**config.mk**
```make
export PLATFORM = sky130hd
export DESIGN_NAME = lic_fifo
export DESIGN_NICKNAME = d
export VERILOG_FILES = /design/src/rtl/lic_fifo.sv
export SDC_FILE = /design/constraint.sdc
export NUM_CORES = 1
export LEC_CHECK = 0
export BUFFER_PORTS_ARGS = -buffer_cell sky130_fd_sc_hd__buf_2
export CORE_AREA = 2 2 39 41
export DETAILED_ROUTE_END_ITERATION = 7
export DIE_AREA = 0 0 41 43
export GPL_TIMING_DRIVEN = 0
export MAX_ROUTING_LAYER = met4
export PLACE_DENSITY = 0.65
export SYNTH_ARGS = -nofsm -noshare
export SYNTH_HDL_FRONTEND = slang
export SYNTH_SLANG_ARGS = --single-unit
```
**constraint.sdc**
```tcl
create_clock -name clk -period 1.9 [get_ports clk]
set_input_delay 0.475 -clock clk [delete_from_list [all_inputs] [get_ports clk]]
set_output_delay 0.475 -clock clk [all_outputs]
set_load 0.01 [all_outputs]
```
**src/rtl/lic_fifo.sv**
```systemverilog
module lic_fifo #(
	parameter type T = logic,
	parameter int DEPTH = 4
) (
	input  logic clk,
	input  logic arst_n,
	input  logic push,
	input  T     wdata,
	input  logic pop,
	output T     rdata,
	output logic full,
	output logic empty
);

	localparam int PW = $clog2(DEPTH);
	localparam int CW = PW + 1;

	T              entries_q [DEPTH];
	logic [PW-1:0] wr_ptr_q;
	logic [PW-1:0] rd_ptr_q;
	logic [CW-1:0] cnt_q;
	logic          do_push;
	logic          do_pop;

	assign full    = (cnt_q == CW'(DEPTH));
	assign empty   = (cnt_q == '0);
	assign do_push = push & ~full;
	assign do_pop  = pop & ~empty;
	assign rdata   = entries_q[rd_ptr_q];

	always_ff @(posedge clk or negedge arst_n) begin
		if (!arst_n) begin
			wr_ptr_q <= '0;
			rd_ptr_q <= '0;
			cnt_q    <= '0;
		end else begin
			if (do_push) wr_ptr_q <= wr_ptr_q + PW'(1);
			if (do_pop) rd_ptr_q <= rd_ptr_q + PW'(1);
			if (do_push && !do_pop) cnt_q <= cnt_q + CW'(1);
			else if (do_pop && !do_push) cnt_q <= cnt_q - CW'(1);
		end
	end

	always_ff @(posedge clk) begin
		if (do_push) entries_q[wr_ptr_q] <= wdata;
	end

endmodule

```
======== Word level (Yosys, flattened, before mapping) ========
Memory sizes are Yosys's and may differ from the RTL's.
Index checks and enable logic that the tools add are counted.
word-level totals
  flip-flop bits (word level) ............. 7
  RAM bits ................................ 4
  bits of input ports ..................... 5
  output and inout port bits .............. 3
  word-level logic and storage cells ...... 23
  memories ................................ 1
operators by class
  add/sub/neg operators ................... 4
  equal/unequal tests ..................... 1
  multiplexer cells ....................... 4
  bitwise gates (word level) .............. 4
  reduce and logical (&&, ||, !) cells .... 6
memories
  memory     depth  bits a word  read ports  clocked after memory_dff  wr ports  RTL line  text
  entries_q  4      1            1           0                         1         18        T entries_q [DEPTH];
operators by type and width
  cell                   number
  $mux W3                2
  $add A2 B1 Y2 const B  2
  $add A3 B1 Y3 const B  1
  $eq A3 B3 Y1 const B   1
  $logic_not A3 Y1       1
  $sub A3 B1 Y3 const B  1
  $and A1 B1 Y1          2
  $logic_and A1 B1 Y1    2
  $logic_not A1 Y1       2
  $mux W1                2
  $not A1 Y1             2
  $reduce_bool A2 Y1     1

======== Longest topological paths before layout ========
  depth in word-level cells ............... 7
  depth in mapped cells ................... 9
  gate-level depth less buffers ........... 8

======== Worst setup path before layout ========
No wires, ideal clock.
  path kind ............................... register -> register
  start ................................... reg cnt_q[0]
  end ..................................... reg cnt_q[2]
  library setup time ...................... 0.079 ns
  data arrival time ....................... 1.920 ns
  required time ........................... 1.821 ns
  slack ................................... -0.099 ns
  stages on the path, launching flop included .. 9
  buffers on the path ..................... 0
  clock period less this slack ............ 1.999 ns
  cells stage by stage .................... dfrtp_1 > or3_1 > nand2_1 > ha_1 > inv_1 > fa_1 > xor2_1 > nor2_1 > xor2_1
between the ends
  cells in the longest elaborated chain, start to end .. 6
  elaborated cells on any way between the ends .. 15
  classes of those cells .................. 2 x add/sub; 1 x eq/ne; 2 x mux; 4 x bitwise; 6 x reduce/logical
ends and longest elaborated chain
  item                                                                   RTL line  text
  from (decl)                                                            21        logic [CW-1:0] cnt_q;
  from (signal assigned)                                                 39        if (do_push && !do_pop) cnt_q <= cnt_q + CW'(1);
  from (signal assigned)                                                 40        else if (do_pop && !do_push) cnt_q <= cnt_q - CW'(1);
  parallel branches: the longest is 6 deep, another holds $sub A3 B1 Y3  n/a
Several ways; the timed one is not identified. The select of a mux whose other input is x is not followed.
A chain may end at the register's enable or synchronous reset.

======== Final worst setup path ========
  start ................................... reg cnt_q[1]
  end ..................................... reg cnt_q[2]
The elaborated chain is that of the path after synthesis.

==> out/qor.yml <==
outcome:
  outcome: "finished, violations left"
  failed_checks: "negative setup slack"
min_path:
  hold_class: "input pin to asynchronous set/reset pin"
logic_synthesis:
  synth_seq_cells: 11
  yosys.area.top_type: "dfrtp_1"
  synthesis.area_um2: 576
  netlist.area_leader.share_pct: 30.4
  synth_nets: 53
  synthTopCellsByArea: "dfrtp_1 30%, edfxtp_1 21%, ha_1 11%"
  yosys_warnings: 0
  yosysUniqueCellTypes: 18
  syn_inst: 42
  synth_seq_area_share_pct: 51.3
  avgSynthCellArea_um2: 13.7
finish:
  multiInputGateArea_um2: 284
  n_fill_cell: 128
  design_area_um2: 719
  nets: 69
  area_growth_pct: 25.0
  final-seq-area_um2: 298
  drive_gt1_share_pct: 47.4
  diodes: 0
  fin_util_pct: 52.0
clock_tree:
  clkLatencyLatePin_ps: 260
  cts-root-buf: "clkbuf_4"
  htreeDepth: 1
  cts_buffer_depth: 2
  holdBufCountCts: 0
  cts_buffers: 3
  clkTransAtPathRegs_ps: 70
  cts_sinks: 11
  cts_tree: "built"
run:
  drv_cap: 0
sta:
  fin_crit_ps: 1900
  fmax_ghz: 0.526
  rsz0062_at_grt: "yes"
  layout_setup_ws_ps: -2.03
  hold_violations: 0
  finalSetupTns_ps: -2.03
  setup_viol: 1
  worst_pin_slew_ps: 205
  finalMaxSlewViolations: 0
  min_period_over_period_pct: 100
  final.setup_skew_ps: 2.55
  relSlewSlack_pct: 86.3
floorplan:
  ios: 8
  die-area_um2: 1760
  core_area_um2: 1380
  die_y_um: 43
  die_w_um: 41
  initial_core_util_pct: 41.6
  rows: 14
power:
  power.leakage_uw: 0.000325
  power_density_nw_per_um2: 1560
  swShare_pct: 33.3
  power_frac_clock_pct: 13.8
  p_int_uw: 750
  power_uw: 1120
  vdd_drop_max_uv: 901
  power_frac_comb_pct: 47.5
  pwr-share-seq_pct: 38.7
  switchingPower_uw: 374
global_route:
  grt_antenna_before_repair: 0
  grtUsageTotal_pct: 13.0
  grt-ovfl-total: 0
  grt_pass1_wl_um: 1360
  grt_pass1_vias: 320
  grt_start_max_net_pins: 8
placement:
  io_buffers: 7
  place_area_um2: 657
  place_ws_ps: -91.7
  hpwl_um: 582
  gp_congestion: 0.692
route:
  num_vias: 341
  drc_errors: 0
  post_drt_wl_per_cell_um: 10.8
  drt_iter0_markers: 3
  ant_nets: 0
  vias_per_cell: 4.67
  wirelength_um: 785
  dr.pass1.iters: 2
setup_path:
  critPathMaxFanout: 3
  cp-start-kind: "flop"
  crit_type: "flop to flop"
  critPathCaptureType: "flop"
  worst_ep_arrival_time_ps: 2090
  worst_ep_required_time_ps: 2080
[cell usage after synthesis, drive strengths merged]
cell type  n
nand2      2
and2       3
dfrtp      7
mux4       1
nor2       2
xnor2      4
nand3      1
inv        4
or3        1
mux2       2
buf        1
xor2       2
nor3b      1
ha         5
fa         1
nor2b      1
edfxtp     4
[path summary, 6_finish.rpt]
| kind | startpoint | slack (ps) | depth (start not counted) | end |
|---|---|---|---|---|
| setup / recovery | cnt_q[1] | -2 | 8 | cnt_q[2] |
| max in group asynchronous | arst_n | 1690 | 1 | cnt_q[1] |
| hold reg to reg | rd_ptr_q[1] | 490 | 1 | rd_ptr_q[1] |
| min in group clk | wdata | 430 | 1 | entries_q[1] |
| hold / removal | arst_n | 30 | 1 | rd_ptr_q[1] |
| setup reg to reg | cnt_q[1] | -2 | 8 | cnt_q[2] |
[registers in the layout (all words and copies together), names as in the netlist]
signal and count:
cnt_q 3, rd_ptr_q 2, wr_ptr_q 2, entries_q 4
[metal layers]
layer | vias to the layer above | GRT usage (%) | routed length, um
met3 | 2 | 9.42 | 50
met1 | 163 | 14.2 | 330
li1 | 168 | - | -
met5 | - | - | 0
met4 | 0 | 6.00 | 8
met2 | 8 | 17.2 | 397
[power by group through the flow]
stage | logic, uW | clock network (uW) | registers [uW]
final | 534 | 155 | 435
after CTS | 537 | 159 | 438
after detailed placement | 448 | 0 | 459
after global routing | 598 | 178 | 453
after global placement | 446 | 0 | 454
after floorplan | 370 | 0 | 437
[what timing repair did]
item,in CTS,in global routing
gates resized for setup,3,1
endpoints found under the setup margin,2,3
setup buffers,4,0
pin swaps,3,0
[metrics by stage]
stage               hold slack, ps  std cells
floorplan                      179         42
global placement               322         65
detailed placement             319         65
CTS                           32.9         73
global route                  29.7         73
finish                        34.4         73
[cell type report]
| type | instances | area share, % |
|---|---|---|
| sequential | 11 | 41.4 |
| multi-input combinational | 26 | 39.5 |
| timing repair buffer | 11 | 9.04 |
| clock buffer | 4 | 3.65 |
| tap | 16 | 2.78 |
| inverter | 4 | 2.09 |
| buffer | 1 | 1.57 |
[cell usage in the layout, fill, tap and decap left out]
cell type,count
and2_1,3
buf_2,7
buf_4,4
buf_6,1
clkbuf_1,1
clkbuf_4,3
dfrtp_1,5
dfrtp_2,2
edfxtp_1,4
fa_2,1
ha_1,4
ha_4,1
inv_1,3
inv_2,1
mux2_2,1
mux2_4,1
mux4_2,1
nand2_1,1
nand2_4,1
nand3_1,1
nor2_1,2
nor2b_2,1
nor3b_4,1
or3_4,1
xnor2_1,4
xor2_1,2
[cells by family (layout without fill, tap and decap cells)]
kind of cell	Yosys count	count (layout)	share of synthesized area, %
DFF	11	11	51.3
and+or+nand+nor	11	11	12.2
adders and majority gates	6	6	14.3
xor gates and xnor gates	6	6	9.13
buffers and inverters	5	20	4.56
muxes	3	3	8.48
[critical path, cell delays in order, from the launching register on]
cell and delay (ps):
dfrtp_2 430, or3_4 410, nand2_4 80, ha_4 140, inv_2 30, fa_2 320
xor2_1 140, nor2_1 110, xor2_1 150
Note: power is estimated with default switching activity, not from simulation.
