[src/rtl/lic_pkg.sv]
package lic_pkg;

	localparam int TABLE_DEPTH_DEF = 1024;
	localparam int SUM_BITS_DEF    = 48;

	localparam int SAMPLE_BITS = 12;
	localparam int OUT_W       = 48;
	localparam int ADDR_W      = 10;
	localparam int VALUE_W     = 16;
	localparam int LEN_W       = 11;
	localparam int OFF_W       = 10;
	localparam int BUF_W       = 7;
	localparam int CNT_W       = 8;
	localparam int CFG_IDX_W   = 2;
	localparam int CFG_DATA_W  = 11;

	localparam int MID_DEPTH = 4;
	localparam int OUT_DEPTH = 2;

	localparam logic [LEN_W-1:0] BUFFER_LENGTH_RST   = 11'd1000;
	localparam logic [OFF_W-1:0] COSINE_OFFSET_RST   = 10'd250;
	localparam logic [BUF_W-1:0] SETTLE_BUFFERS_RST  = 7'd2;
	localparam logic [BUF_W-1:0] MEASURE_BUFFERS_RST = 7'd100;

	typedef enum logic [1:0] {
		OP_LOAD   = 2'd0,
		OP_START  = 2'd1,
		OP_SAMPLE = 2'd2
	} opcode_t;

	typedef enum logic [CFG_IDX_W-1:0] {
		REG_BUFFER_LENGTH   = 2'd0,
		REG_COSINE_OFFSET   = 2'd1,
		REG_SETTLE_BUFFERS  = 2'd2,
		REG_MEASURE_BUFFERS = 2'd3
	} cfg_reg_t;

	// effective settings seen by the front end
	typedef struct packed {
		logic [LEN_W-1:0] len;
		logic [OFF_W-1:0] cos_off;
		logic [BUF_W-1:0] settle;
		logic [BUF_W-1:0] meas;
	} cfg_t;

	typedef struct packed {
		logic                   is_load;
		logic                   wr_ok;
		logic [ADDR_W-1:0]      addr;
		logic [VALUE_W-1:0]     value;
		logic [ADDR_W-1:0]      sin_idx;
		logic [LEN_W-1:0]       cos_idx;
		logic [SAMPLE_BITS-1:0] cur;
		logic [SAMPLE_BITS-1:0] vol;
		logic                   clear;
		logic                   acc;
		logic                   emit;
	} op_t;

	typedef struct packed {
		logic [OUT_W-1:0] cur_re;
		logic [OUT_W-1:0] cur_im;
		logic [OUT_W-1:0] vol_re;
		logic [OUT_W-1:0] vol_im;
	} res_t;

endpackage

[src/rtl/lic_offset_mod.sv]
module lic_offset_mod (
	input  logic                      clk,
	input  logic                      arst_n,
	input  logic                      start,
	input  logic [lic_pkg::OFF_W-1:0] dividend,
	input  logic [lic_pkg::LEN_W-1:0] divisor,
	output logic                      busy,
	output logic [lic_pkg::OFF_W-1:0] rem
);

	localparam int OFF_W  = lic_pkg::OFF_W;
	localparam int LEN_W  = lic_pkg::LEN_W;
	localparam int STEP_W = $clog2(OFF_W + 1);

	logic              start_q;
	logic [STEP_W-1:0] step_q;
	logic [OFF_W-1:0]  dvd_q;
	logic [LEN_W-1:0]  rem_q;
	logic [LEN_W:0]    shifted;
	logic [LEN_W-1:0]  rem_next;

	// restoring remainder, one dividend bit per cycle
	always_comb begin
		shifted = {rem_q, dvd_q[OFF_W-1]};
		if (shifted >= {1'b0, divisor}) rem_next = LEN_W'(shifted - {1'b0, divisor});
		else rem_next = LEN_W'(shifted);
	end

	assign busy = start_q | (step_q != '0);
	assign rem  = OFF_W'(rem_q);

	always_ff @(posedge clk or negedge arst_n) begin
		if (!arst_n) begin
			start_q <= 1'b1;
			step_q  <= '0;
		end else begin
			start_q <= start;
			if (start_q) step_q <= STEP_W'(OFF_W);
			else if (step_q != '0) step_q <= step_q - STEP_W'(1);
		end
	end

	always_ff @(posedge clk) begin
		if (start_q) begin
			dvd_q <= dividend;
			rem_q <= '0;
		end else if (step_q != '0) begin
			dvd_q <= {dvd_q[OFF_W-2:0], 1'b0};
			rem_q <= rem_next;
		end
	end

endmodule

[config.mk]
export PLATFORM = sky130hd
export DESIGN_NAME = lic_offset_mod
export DESIGN_NICKNAME = d
export VERILOG_FILES = /design/src/rtl/lic_pkg.sv /design/src/rtl/lic_offset_mod.sv
export SDC_FILE = /design/constraint.sdc
export NUM_CORES = 1
export LEC_CHECK = 0
export BUFFER_PORTS_ARGS = -buffer_cell sky130_fd_sc_hd__buf_2
export CORE_MARGIN = 8
export CORE_UTILIZATION = 30
export DETAILED_ROUTE_END_ITERATION = 8
export GPL_TIMING_DRIVEN = 0
export HOLD_SLACK_MARGIN = 0.05
export REMOVE_ABC_BUFFERS = 1
export SYNTH_ARGS = -nofsm -noshare
export SYNTH_HDL_FRONTEND = slang
export SYNTH_SLANG_ARGS = --single-unit
[constraint.sdc]
create_clock -name clk -period 2.3 [get_ports clk]
set_clock_uncertainty 0.1 [all_clocks]
set_input_delay 0.23 -clock clk [delete_from_list [all_inputs] [get_ports clk]]
set_output_delay 0.23 -clock clk [all_outputs]
set_load 0.02 [all_outputs]
# Word-level counts from Yosys, hierarchy flattened
# Index checks and enable logic that the tools add are counted.
# word_totals
regBits	26
out_inout_bits	11
word_cells	15
# op_classes
add_sub_neg	2
n_lt_le_gt_ge	1
muxes	5
n_bitwise	1
reduce_logical	2
# op_table
op	n
$mux W10	2
$ge A12 B11 Y1	1
$mux W11	1
$sub A11 B11 Y11	1
$mux W4	2
$reduce_bool A4 Y1	1
$sub A4 B1 Y4 const B	1
$reduce_bool A2 Y1	1
$or A1 B1 Y1	1

# Depth between registers and ports, before layout
# logic_depth
ltp_word	3
depth_mapped	10

# Worst setup path after synthesis
# OpenSTA, ideal clock, no wires.
# synth_timing
path_type	register to register
start	register dvd_q[9]
end	register rem_q[7]
setup_ns	0.138
t_arrival_ns	2.127
setup_slack_ns	-0.064
stages_incl_launch_ff	11
n_path_buf	1
period_less_slack_ns	2.364
path_cell_list	edfxtp_1 -> inv_1 -> ha_1 -> fa_1 -> nand2b_1 -> o2bb2ai_1 -> a211oi_2 -> or2_4 -> buf_6 -> mux2i_1 -> a211oi_1
# synth_via
elab_chain_len	2
word_cells_on_any_way	3
cone_classes	add/sub: 1; order compare: 1; mux: 1
# synth_lines
element	line_no	source
from (decl)	lic_offset_mod.sv:17	logic [OFF_W-1:0] dvd_q;
from (signal assigned)	lic_offset_mod.sv:45	dvd_q <= dividend;
from (signal assigned)	lic_offset_mod.sv:48	dvd_q <= {dvd_q[OFF_W-2:0], 1'b0};
$sub A11 B11 Y11 / $ge A12 B11 Y1 (equally long branches)	lic_offset_mod.sv:25	if (shifted >= {1'b0, divisor}) rem_next = LEN_W'(shifted - {1'b0, divisor});
$mux W11 (*)	lic_offset_mod.sv:25	
to (signal assigned)	lic_offset_mod.sv:49	rem_q <= rem_next;
to (decl)	lic_offset_mod.sv:18	logic [LEN_W-1:0] rem_q;
# Mark *: on every way between the ends. The rest lies on a longest branch, timed or not.
# A chain may end at the register's enable or synchronous reset.

# Worst setup path after layout
# layout_timing
start	register dvd_q[9]
end	register rem_q[10]
# The elaborated chain is that of the path after synthesis.

==> impl_metrics.json <==
{
  "grt_max_degree": 30,
  "crit_path_end_kind": "flop",
  "seqPwrFrac_pct": 29.6,
  "hold_end": "dvd_q[0]$_SDFFCE_PN0P_",
  "cp_cell_sequence": "inv_2 > ha_4 > fa_2 > nand2b_4 > o2bb2ai_4 > a211oi_4 > buf_4 > or2_4 > or4b_4 > o211ai_2",
  "crit_slowest_cell": "or4b_4",
  "fin_area_mm2": 0.00229,
  "path_clk_slew_ns": 0.09,
  "grt-ovfl-total": 0,
  "p_int_uw": 1430,
  "fin_crit_sh_pct": 103,
  "grtUsageMet1_pct": 12.3,
  "crit_required_ns": 2.40,
  "final_util_pct": 38.4,
  "ctsLongestPathBuffers": 2,
  "yosys_warnings": 0,
  "drt_iter0_drc": 65,
  "grt_pass1_wl_mm": 6.60,
  "worstSetupPathType": "reg2reg",
  "p_leak_uw": 0.00102,
  "slew_violations": 0,
  "max_slew.worst_pin.slew_ns": 0.561,
  "nets": 270,
  "gp_congestion": 0.785,
  "cts_tree": "done",
  "setup_ws_ns": -0.0678,
  "hold_path.class": "in2reg",
  "synth_top_cell_area_share_pct": 16.2,
  "initial_core_util_pct": 31.1,
  "ioPinCount": 35,
  "synth_top_family_by_area": "compound AO/OA/AOI/OAI gates",
  "clock.fmax_mhz": 422,
  "drt-wirelength-per-cell_um": 13.4,
  "area_growth_pct": 23.8,
  "synth.area.mux_share_pct": 7.10,
  "status": "complete, but fails checks",
  "setup_viol": 5,
  "ant_nets": 0,
  "placed_cell_area_mm2": 0.00200,
  "cts_buffers": 3,
  "ir_drop_v": 0.000539,
  "synth-edff-count": 10,
  "die-width_um": 94.5,
  "cp_max_fo": 6,
  "yosysSeqAreaShare_pct": 35.0,
  "r2r_start": "dvd_q[9]$_DFFE_PP_",
  "syn_area_per_cell_um2": 9.53,
  "coreArea_mm2": 0.00596,
  "std_cell_rows": 28,
  "synth-adder-area-share_pct": 9.88,
  "pwr_density_cell_mw_per_mm2": 1020,
  "synthesis.area_mm2": 0.00185,
  "finalCriticalPeriod_ns": 2.37,
  "power.switching_uw": 915,
  "clkLatencyLatePin_ns": 0.27,
  "synth_compound_area_share_pct": 18.6,
  "gr-max-usage-layer": "met2",
  "synth_seq_cells": 26,
  "maxCapViolations": 0,
  "grt_usage_pct": 9.09,
  "reg2reg_slack_ns": -0.07,
  "power_uw": 2340,
  "regToRegEndpoint": "rem_q[10]$_SDFFE_PP0P_",
  "htreeDepth": 1,
  "synth_cells": 194,
  "p_sw_share_pct": 39.1,
  "synthXorXnorAreaFrac_pct": 3.32,
  "yosysMostFrequentCell": "inv_1",
  "violations": "setup timing",
  "use_met3_pct": 3.10,
  "slew_headroom_pct": 62.6,
  "via_count": 1523,
  "drt-total-wl_mm": 4.11,
  "async_reset_ff_share_pct": 19.2,
  "hp-start": "dividend[0]",
  "clkSinkCount": 26,
  "r2r_cells": 10,
  "hold_violations": 0,
  "synth_top_area_cell": "edfxtp_1",
  "setup.worst_path.start_class": "flop",
  "slowest_delay_ns": 0.49,
  "hold_depth": 2,
  "comb_power_share_pct": 54.2,
  "synth.distinct_cells": 53,
  "worstPathBufferInverterCount": 2,
  "grt_use_met2_pct": 13.8,
  "drtPass1Iterations": 4,
  "hold_ws_ns": 0.147,
  "viasPerCell": 4.98,
  "rsz0062_at_grt": "true",
  "grt_pass1_vias": 1390,
  "ctsRootBufferMaster": "clkbuf_8",
  "hpwl_mm": 2.91,
  "port_buffers": 34,
  "layout-drive-gt1-share_pct": 36.4,
  "antenna_found_initial": 0,
  "synthTopCellsByArea": "edfxtp_1 16%, dfxtp_1 12%, ha_1 8.8%",
  "ys.flop_type": "dfxtp_1",
  "die-height_um": 94.5,
  "drc": 0,
  "synthSimpleGateAreaFrac_pct": 16.0,
  "cp.arrival_ns": 2.47,
  "path_delay_family": "simple AND/OR/NAND/NOR gates",
  "num_antenna_cells": 0,
  "power_frac_clock_pct": 16.1,
  "dieArea_mm2": 0.00893,
  "yosys-top-cells-count": "19 x inv_1, 16 x nor2_1, 13 x ha_1, 11 x dfxtp_1"
}
[worst register-to-register path, cell delays in order (launching register included)]
cell and delay, ns:
edfxtp_1 0.41, inv_2 0.09, ha_4 0.13, fa_2 0.20, nand2b_4 0.13, o2bb2ai_4 0.16
a211oi_4 0.11, buf_4 0.14, or2_4 0.25, or4b_4 0.49, o211ai_2 0.08
[logic make-up after synthesis]
kind of cell               count (synthesis)
and+or+nand+nor                           53
AOI/OAI and AO/OA                         46
buffers and inverters                     36
DFF                                       26
adders and majority gates                 14
muxes                                     12
xor gates and xnor gates                   7
[flip-flops by register name (all words and copies together), names as in the netlist]
signal	cells
rem_q	11
dvd_q	10
step_q	4
start_q	1
[power groups by stage]
stage | logic, µW | clock network [µW] | registers [µW]
floorplan | 738 | 0 | 740
CTS | 1170 | 392 | 693
global route | 1400 | 409 | 711
finish | 1270 | 378 | 694
global placement | 1030 | 0 | 699
detailed placement | 1040 | 0 | 699
[placed cells by master, fill, tap and decap left out, types with 5 or more instances in the layout]
| cell | n |
|---|---|
| inv_1 | 18 |
| buf_2 | 34 |
| xnor2_1 | 5 |
| dfxtp_1 | 10 |
| nand2_1 | 5 |
| buf_4 | 12 |
| o21ai_0 | 6 |
| nor2_1 | 16 |
| mux2_2 | 9 |
| ha_1 | 11 |
| edfxtp_1 | 10 |
[routing by layer]
| metal | up-vias | part of all wire (%) |
|---|---|---|
| met1 | 711 | 49 |
| li1 | 771 | - |
| met3 | 4 | 7.4 |
| met5 | - | 0 |
| met4 | 0 | 0.44 |
| met2 | 37 | 43 |
[repair_timing]
| action | CTS | global route |
|---|---|---|
| cloned | 1 | 0 |
| pin swaps | 11 | 13 |
| endpoints found under the setup margin | 12 | 12 |
| buffers inserted | 7 | 6 |
| resized for setup | 14 | 10 |
| hold buffers | 2 | 0 |
| hold endpoints to repair | 6 | 0 |
[final cells by class]
class | instances | area (µm²)
clock inverters | 1 | 30.0
fillers | 616 | 3670
well taps | 75 | 93.8
clock buffers | 3 | 41.3
repair buffers | 49 | 292
inverters | 19 | 71.3
flip-flops and latches | 26 | 648
multi-input cells | 133 | 1110
[how the worst max path moves through the flow]
stage | slack [ns] | cells after the start | from | endpoint
6_report | -0.07 | 10 | dvd_q[9]$_DFFE_PP_ | rem_q[10]$_SDFFE_PP0P_
5_1_grt | -0.14 | 10 | dvd_q[9]$_DFFE_PP_ | rem_q[10]$_SDFFE_PP0P_
4_1_cts | -0.07 | 9 | dvd_q[9]$_DFFE_PP_ | rem_q[7]$_SDFFE_PP0P_
3_5_place_dp | -0.32 | 9 | dvd_q[9]$_DFFE_PP_ | rem_q[7]$_SDFFE_PP0P_
3_3_place_gp | -0.32 | 9 | dvd_q[9]$_DFFE_PP_ | rem_q[7]$_SDFFE_PP0P_
2_1_floorplan | -0.15 | 7 | rem_q[8]$_SDFFE_PP0P_ | rem_q[10]$_SDFFE_PP0P_
[through the flow]
stage | std cells | setup WS [ns] | setup TNS [ns]
floorplan | 177 | -0.145 | -0.416
global placement | 286 | -0.322 | -2.69
detailed placement | 286 | -0.324 | -2.95
CTS | 300 | -0.0661 | -0.211
global route | 306 | -0.139 | -0.877
finish | 306 | -0.0678 | -0.197
Note: power is estimated with default switching activity, not from simulation.
