File: src/rtl/lic_pkg.sv
package lic_pkg;

	localparam int TABLE_DEPTH_DEF = 1024;
	localparam int SUM_BITS_DEF    = 48;

	localparam int SAMPLE_BITS = 12;
	localparam int OUT_W       = 48;
	localparam int ADDR_W      = 10;
	localparam int VALUE_W     = 16;
	localparam int LEN_W       = 11;
	localparam int OFF_W       = 10;
	localparam int BUF_W       = 7;
	localparam int CNT_W       = 8;
	localparam int CFG_IDX_W   = 2;
	localparam int CFG_DATA_W  = 11;

	localparam int MID_DEPTH = 4;
	localparam int OUT_DEPTH = 2;

	localparam logic [LEN_W-1:0] BUFFER_LENGTH_RST   = 11'd1000;
	localparam logic [OFF_W-1:0] COSINE_OFFSET_RST   = 10'd250;
	localparam logic [BUF_W-1:0] SETTLE_BUFFERS_RST  = 7'd2;
	localparam logic [BUF_W-1:0] MEASURE_BUFFERS_RST = 7'd100;

	typedef enum logic [1:0] {
		OP_LOAD   = 2'd0,
		OP_START  = 2'd1,
		OP_SAMPLE = 2'd2
	} opcode_t;

	typedef enum logic [CFG_IDX_W-1:0] {
		REG_BUFFER_LENGTH   = 2'd0,
		REG_COSINE_OFFSET   = 2'd1,
		REG_SETTLE_BUFFERS  = 2'd2,
		REG_MEASURE_BUFFERS = 2'd3
	} cfg_reg_t;

	// effective settings seen by the front end
	typedef struct packed {
		logic [LEN_W-1:0] len;
		logic [OFF_W-1:0] cos_off;
		logic [BUF_W-1:0] settle;
		logic [BUF_W-1:0] meas;
	} cfg_t;

	typedef struct packed {
		logic                   is_load;
		logic                   wr_ok;
		logic [ADDR_W-1:0]      addr;
		logic [VALUE_W-1:0]     value;
		logic [ADDR_W-1:0]      sin_idx;
		logic [LEN_W-1:0]       cos_idx;
		logic [SAMPLE_BITS-1:0] cur;
		logic [SAMPLE_BITS-1:0] vol;
		logic                   clear;
		logic                   acc;
		logic                   emit;
	} op_t;

	typedef struct packed {
		logic [OUT_W-1:0] cur_re;
		logic [OUT_W-1:0] cur_im;
		logic [OUT_W-1:0] vol_re;
		logic [OUT_W-1:0] vol_im;
	} res_t;

endpackage

File: src/rtl/lic_front.sv
module lic_front #(
	parameter int TABLE_DEPTH = lic_pkg::TABLE_DEPTH_DEF
) (
	input  logic                            clk,
	input  logic                            arst_n,
	input  logic                            push,
	output logic                            full,
	input  logic [1:0]                      opcode,
	input  logic [lic_pkg::ADDR_W-1:0]      table_address,
	input  logic [lic_pkg::VALUE_W-1:0]     table_value,
	input  logic [lic_pkg::SAMPLE_BITS-1:0] current_sample,
	input  logic [lic_pkg::SAMPLE_BITS-1:0] voltage_sample,
	input  lic_pkg::cfg_t                   cfg,
	input  logic                            cfg_busy,
	input  logic                            q_full,
	output logic                            q_push,
	output lic_pkg::op_t                    q_data
);

	localparam int ADDR_W = lic_pkg::ADDR_W;
	localparam int LEN_W  = lic_pkg::LEN_W;
	localparam int CNT_W  = lic_pkg::CNT_W;

	logic [ADDR_W-1:0] pos_q;
	logic [CNT_W-1:0]  cd_q;
	logic              run_q;

	logic             accept;
	logic             is_load;
	logic             is_start;
	logic             is_sample;
	logic [LEN_W-1:0] pos_ext;
	logic [LEN_W-1:0] cpos;
	logic [LEN_W:0]   cos_sum;
	logic [LEN_W-1:0] cos_idx;
	logic [CNT_W-1:0] meas_ext;
	logic [LEN_W-1:0] pos_inc;
	logic             wrap;
	logic [CNT_W-1:0] cd_dec;
	logic             clear;
	logic             acc;
	logic             emit;

	assign full   = q_full | cfg_busy;
	assign accept = push & ~full;

	always_comb begin
		is_load   = 1'b0;
		is_start  = 1'b0;
		is_sample = 1'b0;
		case (lic_pkg::opcode_t'(opcode))
			lic_pkg::OP_LOAD:   is_load = 1'b1;
			lic_pkg::OP_START:  is_start = 1'b1;
			lic_pkg::OP_SAMPLE: is_sample = 1'b1;
			default: ;
		endcase
	end

	always_comb begin
		pos_ext  = {1'b0, pos_q};
		cpos     = (pos_ext < cfg.len) ? pos_ext : '0;
		cos_sum  = {1'b0, cpos} + {2'b0, cfg.cos_off};
		// cos_off is already reduced below len, so one subtract wraps it
		if (cos_sum >= {1'b0, cfg.len}) cos_idx = LEN_W'(cos_sum - {1'b0, cfg.len});
		else cos_idx = LEN_W'(cos_sum);
		meas_ext = {1'b0, cfg.meas};
		clear    = (pos_q == '0) && (cd_q == meas_ext);
		acc      = (cd_q <= meas_ext);
		pos_inc  = pos_ext + LEN_W'(1);
		wrap     = (pos_inc >= cfg.len);
		cd_dec   = cd_q - CNT_W'(1);
		emit     = wrap && (cd_dec == '0);
	end

	assign q_push = accept & (is_load | (is_sample & run_q));

	always_comb begin
		q_data.is_load = is_load;
		q_data.wr_ok   = (32'(table_address) < TABLE_DEPTH);
		q_data.addr    = table_address;
		q_data.value   = table_value;
		q_data.sin_idx = cpos[ADDR_W-1:0];
		q_data.cos_idx = cos_idx;
		q_data.cur     = current_sample;
		q_data.vol     = voltage_sample;
		q_data.clear   = clear;
		q_data.acc     = acc;
		q_data.emit    = emit;
	end

	always_ff @(posedge clk or negedge arst_n) begin
		if (!arst_n) begin
			pos_q <= '0;
			cd_q  <= '0;
			run_q <= 1'b0;
		end else if (accept) begin
			if (is_start) begin
				pos_q <= '0;
				cd_q  <= {1'b0, cfg.settle} + meas_ext;
				run_q <= 1'b1;
			end else if (is_sample && run_q) begin
				if (wrap) begin
					pos_q <= '0;
					cd_q  <= cd_dec;
					if (cd_dec == '0) run_q <= 1'b0;
				end else begin
					pos_q <= pos_inc[ADDR_W-1:0];
				end
			end
		end
	end

endmodule

File: config.mk
export PLATFORM = sky130hd
export DESIGN_NAME = lic_front
export DESIGN_NICKNAME = d
export VERILOG_FILES = /design/src/rtl/lic_pkg.sv /design/src/rtl/lic_front.sv
export SDC_FILE = /design/constraint.sdc
export NUM_CORES = 1
export LEC_CHECK = 0
export ABC_AREA = 1
export BUFFER_PORTS_ARGS = -buffer_cell sky130_fd_sc_hd__buf_4
export CAP_MARGIN = 20
export CORE_ASPECT_RATIO = 0.5
export CORE_MARGIN = 8
export CORE_UTILIZATION = 45
export DETAILED_ROUTE_END_ITERATION = 6
export PLACE_DENSITY = 0.82
export SLEW_MARGIN = 20
export SYNTH_ARGS = -nofsm -noshare
export SYNTH_HDL_FRONTEND = slang
export SYNTH_SLANG_ARGS = --single-unit
File: constraint.sdc
create_clock -name clk -period 3.8 [get_ports clk]
set_clock_uncertainty 0.2 [all_clocks]
set_input_delay 0.19 -clock clk [delete_from_list [all_inputs] [get_ports clk]]
set_output_delay 0.19 -clock clk [all_outputs]
set_load 0.05 [all_outputs]
After elaboration in Yosys (flattened, before gate mapping)
Cells that the tools add are included.

cells by class
  $add $sub $neg = 5
  $lt $le $gt $ge = 4
  equality and inequality tests = 3
  multiplexer cells = 15
  bitwise operators = 6
  reduce and logical (&&, ||, !) cells = 12

operators by type and width
  operator               number
  $mux 10                4
  $mux 8                 3
  $ge 11x11->1           2
  $add 10x1->11 const B  1
  $add 10x10->11         1
  $lt 10x11->1           1
  $mux 11                1
  $sub 11x11->11         1
  $logic_not 10->1       1
  $add 7x7->8            1
  $eq 8x7->1             1
  $le 8x7->1             1
  $logic_not 8->1        1
  $sub 8x1->8 const B    1
  $mux 1                 7
  $reduce_bool 2->1      3
  $reduce_and 4->1       1
  $and 1x1->1            3
  $logic_and 1x1->1      3
  $reduce_and 3->1       1
  $eq 2x1->1 const B     1
  $eq 2x2->1 const B     1
  $logic_not 2->1        1
  $or 1x1->1             2
  2 further kinds        2

word-level totals
  register bits = 19
  input bits = 92
  output and inout port bits = 78
  word-level logic and storage cells = 48

Logic depth before layout (Yosys ltp)
Gate-level depths: netlist of run 1.

  word-level depth = 6
  gate-level depth with buffers = 24
  depth with buffers taken out = 24

Worst setup path before layout of run 1
Ideal clock, no wire load.

  path type = register -> output
  start point = register pos_q[8]
  end point = output port q_data[27] in the netlist's numbering
  data arrival time = 4.904 ns
  required time = 3.410 ns
  path slack = -1.494 ns
  cell stages (with the launch flop) = 21
  buffers on the path = 0
  cell sequence = dfrtp_1 > ha_1 > a21oi_1 > o21ai_0 > a21oi_1 > o21ai_2 > nor2_1 > ha_1 > a21oi_1 > nand2_1 > a21oi_1 > xor2_1 > inv_1 > ha_1 > inv_2 > o21bai_1 > a31oi_1 > nand2_1 > nand2_2 > nand2_4 > o21ai_0

RTL lines
  what                      line              source
  start: declaration        lic_front.sv:24   logic [ADDR_W-1:0] pos_q;
  start signal: assignment  lic_front.sv:107  pos_q <= pos_inc[ADDR_W-1:0];
  end: declaration          lic_front.sv:17   output lic_pkg::op_t q_data

==> summary.txt, run 1 <==
=====================================================================================================
Violated checks                                                                          negative setup slack
Standard-cell row count                                                                            23
Number of flops mapped to enable cells by yosys                                                     0
Slack of the worst reg-to-reg path                                                            0.77 ns
Die extent in y                                                                               81.4 um
Routed vias                                                                                      4219
Count of distinct cell types in the synthesized netlist                                            36
Part of the total power dissipated in sequential elements                                        7.0%
Maximum vdd drop                                                                              1000 uV
Critical Path Start                                                                      pos_q[8]$_DFFE_PN0P_
Area growth from synthesis to layout                                                            47.7%
Tightest hold margin                                                                         0.105 ns
Peak clock frequency supported by timing                                                    0.220 GHz
Unrepaired setup endpoints after global routing                                                   yes
Input/output buffers                                                                               68
Post-synthesis share of cell area spent on full adders, half adders and majority gates          21.1%
Share of total power in the clock network                                                        4.6%
Placed Area                                                                                 4870 um^2
FF/Latch Area                                                                                475 um^2
Cell count after placement                                                                        805
Largest family of logic cells by synthesized area                                        simple AND/OR/NAND/NOR gates
Slew Limit Fails                                                                                    0
Layout cells sized above 1                                                                      39.6%
Post-layout instance area                                                                   5680 um^2
Outcome                                                                                  finished with violations
Share of synthesized cell area in and, or, nand and nor gates                                   30.6%
Crit end category                                                                          output pin
Area contributors post-synth                                                             ha_1, nand2_1, dfrtp_1, buf_4, inv_1
Initial DRT Pass Iterations                                                                         4
Wire length of the first global-routing pass                                                 19200 um
Final WS setup                                                                              -0.738 ns
Routed WL                                                                                    12600 um
Global routing usage summed across all routing layers                                           19.1%
Internal                                                                                    0.00236 W
Type of the setup path with the least slack                                                reg -> out
Largest net degree at the start of global routing                                                  20
Max incr delay on CP                                                                          0.42 ns
Overall power of the completed layout                                                       0.00486 W
Critical path startpoint category                                                           flip-flop
Proportion of total power due to net switching                                                  51.5%
Average wire length per cell after detail routing                                             15.2 um
Root cell of the clock tree                                                                 clkbuf_16
Most used DFF post-synth                                                                      dfrtp_1
Proportion of netlist area held by the largest area contributor                                 19.5%
Worst hold-check path type                                                                  in -> reg
Areal power density over the cells                                                        856 nW/um^2
Cells after synthesis                                                                             593
Antenna violations before repair                                                                    0
Synthesized net count                                                                             748
Synth Warn #                                                                                        0
Comb power frac                                                                                 88.4%
Post-DP HPWL                                                                                  9300 um
Worst-path cell with the longest stage delay                                                  dfrtp_1
Most common cell in the synthesized netlist                                                   nand2_1
Endpoints failing hold                                                                              0
H-tree lvl count                                                                                    1
Filler cells                                                                                      595
Post-layout nets                                                                                  870
Sequential cell area fraction in the yosys report                                               12.4%
Multi-input logic area                                                                      3210 um^2
XOR/XNOR Fraction of Synth Area                                                                 5.01%
Top cell type by total area after synthesis                                                      ha_1
Worst r2r dst                                                                            cd_q[1]$_DFFE_PN0P_
Period Utilization, post-route                                                                   119%
Min cycle time layout                                                                         4.54 ns
Worst Reg2Reg Path Length in Cells                                                                 17
Number of sinks on the clock net                                                                   19
Remaining antenna violation count after routing                                                     0
Vias in the first global route                                                                   4341
Floorplan Core Area                                                                         8140 um^2
RD Place Congestion                                                                             0.900
Pin slew with the least headroom to its limit                                                0.566 ns
Clock input transition at the sequential cells of the worst setup and hold paths              0.06 ns
Data required, critical path                                                                  3.41 ns
Synth cell count leaders                                                                 nand2_1, inv_1, ha_1
Flops & latches, synth                                                                             19
Initial Utilization                                                                             47.2%
Post-Syn Area                                                                               3840 um^2
Die Footprint                                                                              11900 um^2
Initial DRC Count                                                                                 196
CP arrival                                                                                    4.15 ns
Clock Path Buffers                                                                                  2
Chip width                                                                                     147 um
Power spent charging and discharging nets                                                   0.00250 W
Post-route DRC                                                                                      0
Number of ports placed on the die boundary                                                        170
Mux contribution to synthesized area                                                               0%
Fin cells                                                                                         826
Overflow left after global routing                                                                  0
Mean area per synthesized cell                                                              6.48 um^2
Lkg Pwr                                                                                       3.07 nW
Via count normalized by instance count                                                           5.11
TritonCTS buffer count                                                                              3
Synth Area in Compound Gates                                                                    10.5%
Post-route setup TNS                                                                         -7.81 ns
Maximum fanout along the worst path                                                                 7
Max cap viols                                                                                       0
Critical-path cell list                                                                  ha_4 > nand2_4 > nor2_4 > nand4_1 > o21ai_4 > buf_12 > nor2_4 > ha_4 > fa_2 > nand3_2 > nand2_4 > a21oi_4 > xor2_2 > inv_2 > ha_4 > buf_4 > a31oi_2 > nand2_2 > nand2_4 > nand2_8 > buf_8 > nand2_1 > nand2_2 > buf_8
Share of synthesized registers carrying an async set or reset                                    100%
Reg-to-reg startpoint                                                                    pos_q[1]$_DFFE_PN0P_
Clock latency on the worst-skew pair                                                          0.25 ns
Setup violations, final                                                                            11
Worst Setup EP                                                                             q_data[36]
Rel. slew slack                                                                                 62.2%
CTS tree                                                                                         done
Antenna cell count                                                                                  0
=====================================================================================================
[critical path, delay by kind of cell, from the launching register on]
family / cells / cell delay [ns]
AND/OR/NAND/NOR: 11 / 1.01
buffers and inverters: 5 / 0.64
flip-flops: 1 / 0.42
XOR/XNOR: 1 / 0.18
adder cells (fa/ha/maj): 4 / 1.07
AO/OA/AOI/OAI: 3 / 0.56
[power by group through the flow]
stage | Combinational [W] | Sequential (W) | Clock [W]
4_1_cts | 0.00369 | 0.000339 | 0.000225
6_report | 0.00430 | 0.000342 | 0.000223
2_1_floorplan | 0.00230 | 0.000335 | 0
5_1_grt | 0.00464 | 0.000351 | 0.000232
3_5_place_dp | 0.00337 | 0.000336 | 0
3_3_place_gp | 0.00329 | 0.000332 | 0
[layout make-up]
cell class / instances / area share, %
multi-input combinational: 427 / 56.5
tap: 112 / 2.47
clock buffer: 4 / 1.39
sequential: 19 / 8.37
timing repair buffer: 174 / 25.1
inverter: 90 / 6.12
[per-layer routing]
layer | vias up | track usage [%] | wire length (um)
li1 | 2112 | - | -
met1 | 1943 | 21.1 | 5240
met2 | 123 | 37.2 | 6390
met3 | 41 | 2.99 | 631
met4 | 0 | 6.83 | 331
met5 | - | 0 | 0
[registers in the layout, indices dropped and copies added (netlist names)]
register	cells
cd_q	8
run_q	1
pos_q	10
[logic make-up (layout without fill, tap and decap cells)]
family          after synthesis  in the layout
fa+ha+maj                    63             63
xor+xnor                     22             22
other cells                   1              1
buf+inv                     148            268
flops                        19             19
simple gates                270            271
compound gates               70             70
[worst min path at each step]
stage,to,cells past startpoint,startpoint
detailed placement,cd_q[0]$_DFFE_PN0P_,1,arst_n
global route,run_q$_DFFE_PN0P_,4,opcode[1]
floorplan,cd_q[0]$_DFFE_PN0P_,0,arst_n
CTS,run_q$_DFFE_PN0P_,4,opcode[1]
global placement,cd_q[1]$_DFFE_PN0P_,1,arst_n
finish,run_q$_DFFE_PN0P_,4,opcode[1]
[metrics by stage]
step | utilization [%] | worst slack, ns
after floorplan | - | -0.637
after global placement | 59.8 | -0.443
after detailed placement | 59.8 | -0.602
after CTS | 64.5 | -0.668
after global routing | 69.7 | -0.931
final | 69.7 | -0.738
[cells in the final DEF (no fill, tap or decap), types with 4 or more instances in the layout]
cell     count
dfrtp_1     19
nand2_1    135
nor2_1      27
a21o_1       4
nand4_1     14
a21oi_1     19
a21oi_4      4
nand3_2      7
inv_1       85
nand2_4     11
o22ai_1      8
nand2_2     19
o21ai_1      9
o21ai_0      8
buf_8        9
ha_4        19
xor2_1      16
xor2_2       5
ha_1        41
nand3_1     33
nor2_2       8
nor2_4       7
buf_6        7
buf_4      155
a21oi_2      7
[timing repair]
item | in CTS | in global routing
hold endpoints to repair | 19 | 0
hold buffers | 1 | 0
setup buffers | 10 | 5
gates cloned | 0 | 1
setup endpoints to repair | 11 | 11
resized for setup | 39 | 75
pin swaps | 12 | 26
Power figures use the tool's default switching activity.
==> inputs of run 2 (changes only) <==
==> constraint.sdc (replaced) <==
create_clock -name clk -period 3.8 [get_ports clk]
set_clock_uncertainty 0.2 [all_clocks]
set_input_delay 0.38 -clock clk [delete_from_list [all_inputs] [get_ports clk]]
set_output_delay 0.38 -clock clk [all_outputs]
set_load 0.05 [all_outputs]
==> run 2 against run 1 <==
Clock power about the same. Critical endpoint is now q_data[29]. The flow still finishes with violations (negative setup slack). Largest power group unchanged. Largest cell class unchanged. Register-to-register slack got worse by 0.18 ns. Via count grew 3.2%. Cell count down 0.73%. Critical path type unchanged. Critical path depth is 1 lower. Cell area decreased by 0.44%. Sequential share of layout area barely moved. Non-clock buffer count shrank 5. Hold slack better by 0.20 ns.
==> summary.txt, run 2 (synthesis gave the netlist of run 1 again) <==
===============================================================================================
Rel. slew slack                                                                           60.4%   was 62.2%
Average wire length per cell after detail routing                                       16.6 um   was 15.2 um
Unrepaired setup endpoints after global routing                                             yes   unchanged
Antenna cell count                                                                            0   unchanged
Overflow left after global routing                                                            0   unchanged
Final WS setup                                                                         -1.05 ns   was -0.738 ns
Reg-to-reg startpoint                                                              pos_q[6]$_DFFE_PN0P_   was pos_q[1]$_DFFE_PN0P_
Worst-path cell with the longest stage delay                                            dfrtp_1   unchanged
Area growth from synthesis to layout                                                      47.1%   was 47.7%
Initial DRT Pass Iterations                                                                   5   was 4
Endpoints failing hold                                                                        0   unchanged
Largest net degree at the start of global routing                                            20   unchanged
Critical path startpoint category                                                     flip-flop   unchanged
Input/output buffers                                                                         68   unchanged
Commonest cells after routing, fill and taps aside                                 buf_4, nand2_1, inv_1, ha_1, nand3_1   unchanged
Post-route DRC                                                                                0   unchanged
Vias in the first global route                                                             4297   was 4341
TritonCTS buffer count                                                                        3   unchanged
Initial DRC Count                                                                           259   was 196
Clock latency on the worst-skew pair                                                    0.25 ns   about the same
CP Buf/Inv Count                                                                              3   was 5
Crit end category                                                                    output pin   unchanged
Flip-flop count of the largest register after layout                                         10   unchanged
Family with the most delay on the worst path                                       simple AND/OR/NAND/NOR gates   was adder cells
Global routing usage summed across all routing layers                                     18.9%   was 19.1%
Lkg Pwr                                                                                 3.02 nW   was 3.07 nW
CP arrival                                                                              4.27 ns   was 4.15 ns
Worst r2r dst                                                                      cd_q[5]$_DFFE_PN0P_   was cd_q[1]$_DFFE_PN0P_
Peak clock frequency supported by timing                                              0.206 GHz   was 0.220 GHz
Total number of cells along the worst setup path                                             23   was 24
Critical-path cell list                                                            ha_4 > nand2_2 > o21ai_2 > nand4_1 > o21ai_4 > buf_6 > nor2_2 > ha_4 > nand2_1 > nor2_1 > nand3_1 > nand4_1 > nand2_2 > ha_4 > nand2_2 > nor2_1 > nand3_1 > and3_4 > nand2_8 > clkbuf_16 > nand2_1 > nand2_4 > buf_8   was ha_4 > nand2_4 > nor2_4 > nand4_1 > o21ai_4 > buf_12 > nor2_4 > ha_4 > fa_2 > nand3_2 > nand2_4 > a21oi_4 > xor2_2 > inv_2 > ha_4 > buf_4 > a31oi_2 > nand2_2 > nand2_4 > nand2_8 > buf_8 > nand2_1 > nand2_2 > buf_8
Remaining antenna violation count after routing                                               0   unchanged
H-tree lvl count                                                                              1   unchanged
Standard-cell row count                                                                      23   unchanged
Data required, critical path                                                            3.22 ns   was 3.41 ns
Setup violations, final                                                                      11   unchanged
Most frequent standard cell in the layout excluding fill and tap cells                    buf_4   unchanged
Filler cells                                                                                617   was 595
Critical Path Start                                                                pos_q[2]$_DFFE_PN0P_   was pos_q[8]$_DFFE_PN0P_
Max cap viols                                                                                 0   unchanged
Register with the most flip-flops                                                         pos_q   unchanged
Outcome                                                                            finished with violations   unchanged
Number of ports placed on the die boundary                                                  170   unchanged
Floorplan Core Area                                                                   8140 um^2   unchanged
CTS tree                                                                                   done   unchanged
Min cycle time layout                                                                   4.85 ns   was 4.54 ns
Slew Limit Fails                                                                              0   unchanged
Worst Setup EP                                                                       q_data[29]   was q_data[36]
Slack of the worst reg-to-reg path                                                      0.59 ns   was 0.77 ns
Root cell of the clock tree                                                           clkbuf_16   unchanged
Worst Reg2Reg Path Length in Cells                                                           18   was 17
Tightest hold margin                                                                   0.304 ns   was 0.105 ns
Areal power density over the cells                                                  855 nW/um^2   was 856 nW/um^2
Pin slew with the least headroom to its limit                                          0.593 ns   was 0.566 ns
Die extent in y                                                                         81.4 um   unchanged
Routed vias                                                                                4356   was 4219
Maximum vdd drop                                                                         729 uV   was 1000 uV
Chip width                                                                               147 um   unchanged
Routed WL                                                                              13600 um   was 12600 um
Clock input transition at the sequential cells of the worst setup and hold paths        0.06 ns   about the same
Number of sinks on the clock net                                                             19   unchanged
Clock Path Buffers                                                                            2   unchanged
RD Place Congestion                                                                       0.929   was 0.900
Max incr delay on CP                                                                    0.41 ns   was 0.42 ns
Initial Utilization                                                                       47.2%   unchanged
Via count normalized by instance count                                                     5.31   was 5.11
Die Footprint                                                                        11900 um^2   unchanged
Period Utilization, post-route                                                             128%   was 119%
Multi-input logic area                                                                3220 um^2   was 3210 um^2
Post-layout nets                                                                            864   was 870
Post-route setup TNS                                                                  -11.13 ns   was -7.81 ns
Type of the setup path with the least slack                                          reg -> out   unchanged
Top flop regs                                                                      pos_q (10), cd_q (8), run_q (1)   unchanged
Maximum fanout along the worst path                                                           5   was 7
Post-DP HPWL                                                                            9560 um   was 9300 um
Violated checks                                                                    negative setup slack   unchanged
Layout cells sized above 1                                                                40.0%   was 39.6%
Worst hold-check path type                                                            in -> reg   unchanged
Antenna violations before repair                                                              0   unchanged
Wire length of the first global-routing pass                                           19100 um   was 19200 um
FF/Latch Area                                                                          475 um^2   unchanged
===============================================================================================
-- run 2: repair_timing --
action | in CTS | in global routing
pin swaps | 6 | 31
gates resized for setup | 41 | 61
cloned | 0 | 1
hold endpoints to repair | 19 | 0
setup buffers | 5 | 6
hold buffers | 1 | 0
setup endpoints to repair | 11 | 11
-- run 2: per-layer routing --
metal	wire [um]	vias to the layer above	global-route usage, %
met5	0	-	0
li1	-	2087	-
met1	5300	2005	21.0
met2	6800	193	36.8
met4	639	0	8.36
met3	845	71	2.16
-- run 2: worst min path at each step --
| stage | endpoint | from | cells after the start |
|---|---|---|---|
| after floorplan | cd_q[0]$_DFFE_PN0P_ | arst_n | 0 |
| after global placement | cd_q[6]$_DFFE_PN0P_ | arst_n | 1 |
| after detailed placement | cd_q[5]$_DFFE_PN0P_ | arst_n | 1 |
| after CTS | run_q$_DFFE_PN0P_ | opcode[1] | 4 |
| after global routing | run_q$_DFFE_PN0P_ | run_q$_DFFE_PN0P_ | 2 |
| final | run_q$_DFFE_PN0P_ | opcode[1] | 4 |
-- run 2: metrics by stage --
| stage | cells | setup slack, ns | power, W | util (%) | area [um^2] |
|---|---|---|---|---|---|
| 3_3_place_gp | 804 | -0.891 | 0.00373 | 60.8 | 4950 |
| 3_5_place_dp | 804 | -0.904 | 0.00381 | 60.8 | 4950 |
| 6_report | 820 | -1.05 | 0.00484 | 69.4 | 5650 |
| 4_1_cts | 814 | -0.908 | 0.00431 | 64.2 | 5230 |
| 5_1_grt | 820 | -1.18 | 0.00517 | 69.4 | 5650 |
| 2_1_floorplan | 593 | -0.880 | 0.00274 | - | 4050 |
-- run 2: report_power, final --
part	internal, W	switching (W)
Combinational	0.00190	0.00238
Clock	0.000143	0.0000768
Sequential	0.000272	0.0000724
-- run 2: worst reg2reg max path, stage by stage (launching register included) --
cell	delay (ns)
dfrtp_1	0.39
buf_4	0.13
buf_4	0.10
inv_1	0.07
buf_4	0.16
nor3_2	0.22
nand2_1	0.15
xor2_1	0.23
inv_1	0.07
ha_1	0.30
nand2_1	0.07
nand2_1	0.05
nand2_1	0.05
nand2_1	0.08
nor2b_2	0.24
nand3_2	0.23
nand2_2	0.24
nand2_1	0.09
nand2_1	0.08
-- run 2: cell type report --
class                      count  area share, %
multi-input combinational    426           56.9
timing repair buffer         169           24.8
sequential                    19           8.41
inverter                      90           6.06
tap                          112           2.48
clock buffer                   4           1.39
==> inputs of run 3 (changes only) <==
MAX_ROUTING_LAYER = met4   (was not set)
==> run 3 against run 2 <==
The flow still finishes with violations (negative setup slack). Global-route usage up 1.3 points. Register-to-register slack improved by 0.15 ns. Worst setup slack gained 0.0013 ns. Power rose by 0.28%. Cell count increased by 0.37%. Non-clock buffer count grew 2. Cell area grew 0.29%. Hold slack got worse by 0.025 ns. Count of clock-buffer cells in the layout stayed put. Sequential share of layout area barely moved. Highest routed layer unchanged. Largest cell class unchanged. Routed wire length shrank 6.2%.
==> summary.txt, run 3 (synthesis gave the netlist of run 1 again) <==
===============================================================================================
Worst Reg2Reg Path Length in Cells                                                           17   was 18
Standard-cell row count                                                                      23   unchanged
Peak clock frequency supported by timing                                              0.206 GHz   about the same
Most frequent standard cell in the layout excluding fill and tap cells                    buf_4   unchanged
Comb power frac                                                                           88.4%   was 88.3%
CTS tree                                                                                   done   unchanged
Commonest cells after routing, fill and taps aside                                 buf_4, nand2_1, inv_1, ha_1, nand3_1   unchanged
H-tree lvl count                                                                              1   unchanged
Outcome                                                                            finished with violations   unchanged
Maximum vdd drop                                                                         911 uV   was 729 uV
Vias in the first global route                                                             4352   was 4297
Areal power density over the cells                                                  855 nW/um^2   about the same
Proportion of total power due to net switching                                            52.3%   was 52.2%
Unrepaired setup endpoints after global routing                                             yes   unchanged
Post-layout instance area                                                             5670 um^2   was 5650 um^2
Root cell of the clock tree                                                           clkbuf_16   unchanged
Lkg Pwr                                                                                 3.06 nW   was 3.02 nW
Overflow left after global routing                                                            0   unchanged
Initial DRC Count                                                                           198   was 259
Area growth from synthesis to layout                                                      47.5%   was 47.1%
Layout cells sized above 1                                                                39.4%   was 40.0%
Chip width                                                                               147 um   unchanged
Routed WL                                                                              12700 um   was 13600 um
Largest net degree at the start of global routing                                            20   unchanged
M1 GR Usage                                                                               22.0%   was 21.0%
Clock input transition at the sequential cells of the worst setup and hold paths        0.06 ns   about the same
Data required, critical path                                                            3.22 ns   about the same
Min cycle time layout                                                                   4.85 ns   about the same
Violated checks                                                                    negative setup slack   unchanged
TritonCTS buffer count                                                                        3   unchanged
Period Utilization, post-route                                                             128%   about the same
Worst r2r dst                                                                      cd_q[4]$_DFFE_PN0P_   was cd_q[5]$_DFFE_PN0P_
Met3 Resource Use GR                                                                      2.11%   was 2.16%
Input/output buffers                                                                         68   unchanged
Setup violations, final                                                                      11   unchanged
Die extent in y                                                                         81.4 um   unchanged
Type of the setup path with the least slack                                          reg -> out   unchanged
Maximum fanout along the worst path                                                           8   was 5
Crit end category                                                                    output pin   unchanged
Via count normalized by instance count                                                     5.12   was 5.31
Post-layout nets                                                                            867   was 864
Filler cells                                                                                613   was 617
Share of total power in the clock network                                                  4.6%   was 4.5%
Global routing usage summed across all routing layers                                     20.3%   was 18.9%
Reg-to-reg startpoint                                                              pos_q[0]$_DFFE_PN0P_   was pos_q[6]$_DFFE_PN0P_
Post-route setup TNS                                                                  -11.03 ns   was -11.13 ns
Average wire length per cell after detail routing                                       15.5 um   was 16.6 um
Post-route DRC                                                                                0   unchanged
Routed vias                                                                                4212   was 4356
Antenna cell count                                                                            0   unchanged
RD Place Congestion                                                                       0.931   was 0.929
Endpoints failing hold                                                                        0   unchanged
Worst hold path endpoint                                                           run_q$_DFFE_PN0P_   unchanged
Worst hold start                                                                      opcode[1]   unchanged
Register with the most flip-flops                                                         pos_q   unchanged
Clock latency on the worst-skew pair                                                    0.25 ns   about the same
Number of instances on the worst hold path                                                    4   unchanged
Placed Area                                                                           4990 um^2   was 4950 um^2
Power spent charging and discharging nets                                             0.00254 W   was 0.00252 W
Floorplan Core Area                                                                   8140 um^2   unchanged
Final WS setup                                                                         -1.05 ns   about the same
Flip-flop count of the largest register after layout                                         10   unchanged
Critical path startpoint category                                                     flip-flop   unchanged
Rel. slew slack                                                                           61.1%   was 60.4%
Initial Utilization                                                                       47.2%   unchanged
Pin slew with the least headroom to its limit                                          0.582 ns   was 0.593 ns
Internal                                                                              0.00231 W   about the same
Post-DP HPWL                                                                            9470 um   was 9560 um
Slew Limit Fails                                                                              0   unchanged
Max cap viols                                                                                 0   unchanged
Remaining antenna violation count after routing                                               0   unchanged
CP arrival                                                                              4.27 ns   about the same
Part of the total power dissipated in sequential elements                                  7.0%   was 7.1%
Global routing usage on met2                                                              37.5%   was 36.8%
Top flop regs                                                                      pos_q (10), cd_q (8), run_q (1)   unchanged
Number of sinks on the clock net                                                             19   unchanged
Number of ports placed on the die boundary                                                  170   unchanged
Antenna violations before repair                                                              0   unchanged
Slack of the worst reg-to-reg path                                                      0.74 ns   was 0.59 ns
Most utilized layer in the global route result                                             met2   unchanged
Tightest hold margin                                                                   0.279 ns   was 0.304 ns
Wire length of the first global-routing pass                                           19600 um   was 19100 um
Die Footprint                                                                        11900 um^2   unchanged
Clock Path Buffers                                                                            2   unchanged
Initial DRT Pass Iterations                                                                   5   unchanged
Worst hold-check path type                                                            in -> reg   unchanged
===============================================================================================
[run 3: changes by cell type in the layout (fill, tap and decap cells not counted), sizes merged]
cell	before	now
clkinv	0	1
inv	90	89
buf	167	170
clkbuf	5	4
nand2	165	166
[run 3: worst max-delay path by stage]
stage,from,end,slack [ns]
2_1_floorplan,cfg[25],q_data[32],-0.88
3_3_place_gp,cfg[30],q_data[36],-0.91
3_5_place_dp,cfg[30],q_data[36],-1.07
4_1_cts,pos_q[8]$_DFFE_PN0P_,q_data[33],-0.89
5_1_grt,pos_q[7]$_DFFE_PN0P_,q_data[33],-1.20
6_report,pos_q[8]$_DFFE_PN0P_,q_data[33],-1.05
[run 3: repair_timing]
action,4_1_cts,5_1_grt
pin swaps,11,21
hold buffers,1,0
cloned,1,0
gates resized for setup,37,68
buffers inserted,1,5
hold endpoints to repair,19,0
setup endpoints to repair,11,11
[run 3: critical path, stage by stage, from the launching register on]
cell and delay (ns):
dfrtp_1 0.40, ha_1 0.31, nand2_1 0.09, nor2_4 0.11
nand4_1 0.16, o21ai_4 0.31, nor2_4 0.08, ha_4 0.17
fa_2 0.39, nand3_2 0.09, nand2_4 0.08, nand3_2 0.07
nand3_2 0.10, xor2_2 0.22, ha_4 0.25, a21o_1 0.21
a21oi_2 0.15, and3_4 0.25, nand2_8 0.11, buf_6 0.14
o21ai_4 0.13, buf_6 0.17
[run 3: layout make-up]
| cell class | instances | area, um^2 | share of cell area (%) |
|---|---|---|---|
| timing repair buffer | 171 | 1410 | 24.9 |
| clock buffer | 4 | 78.8 | 1.39 |
| sequential | 19 | 475 | 8.38 |
| tap | 112 | 140 | 2.47 |
| multi-input combinational | 427 | 3220 | 56.7 |
| inverter | 90 | 350 | 6.18 |
[run 3: metrics by stage]
stage	worst slack, ns	power [W]	util, %	std cells
after CTS	-0.893	0.00429	65.0	818
after floorplan	-0.880	0.00274	-	593
after global placement	-0.913	0.00377	61.3	811
after detailed placement	-1.07	0.00385	61.3	811
after global routing	-1.20	0.00520	69.6	823
final	-1.05	0.00485	69.6	823
[run 3: power by group through the flow]
stage	clock (W)	sequential [W]	combinational [W]
2_1_floorplan	0	0.000335	0.00240
3_3_place_gp	0	0.000336	0.00343
3_5_place_dp	0	0.000339	0.00351
4_1_cts	0.000227	0.000336	0.00373
5_1_grt	0.000233	0.000347	0.00462
6_report	0.000223	0.000338	0.00429
[run 3: metal layers]
metal / wire length, um / vias to the layer above
met2: 6340 / 156
li1: - / 2102
met1: 5250 / 1901
met3: 627 / 53
met4: 522 / 0
met5: 0 / -
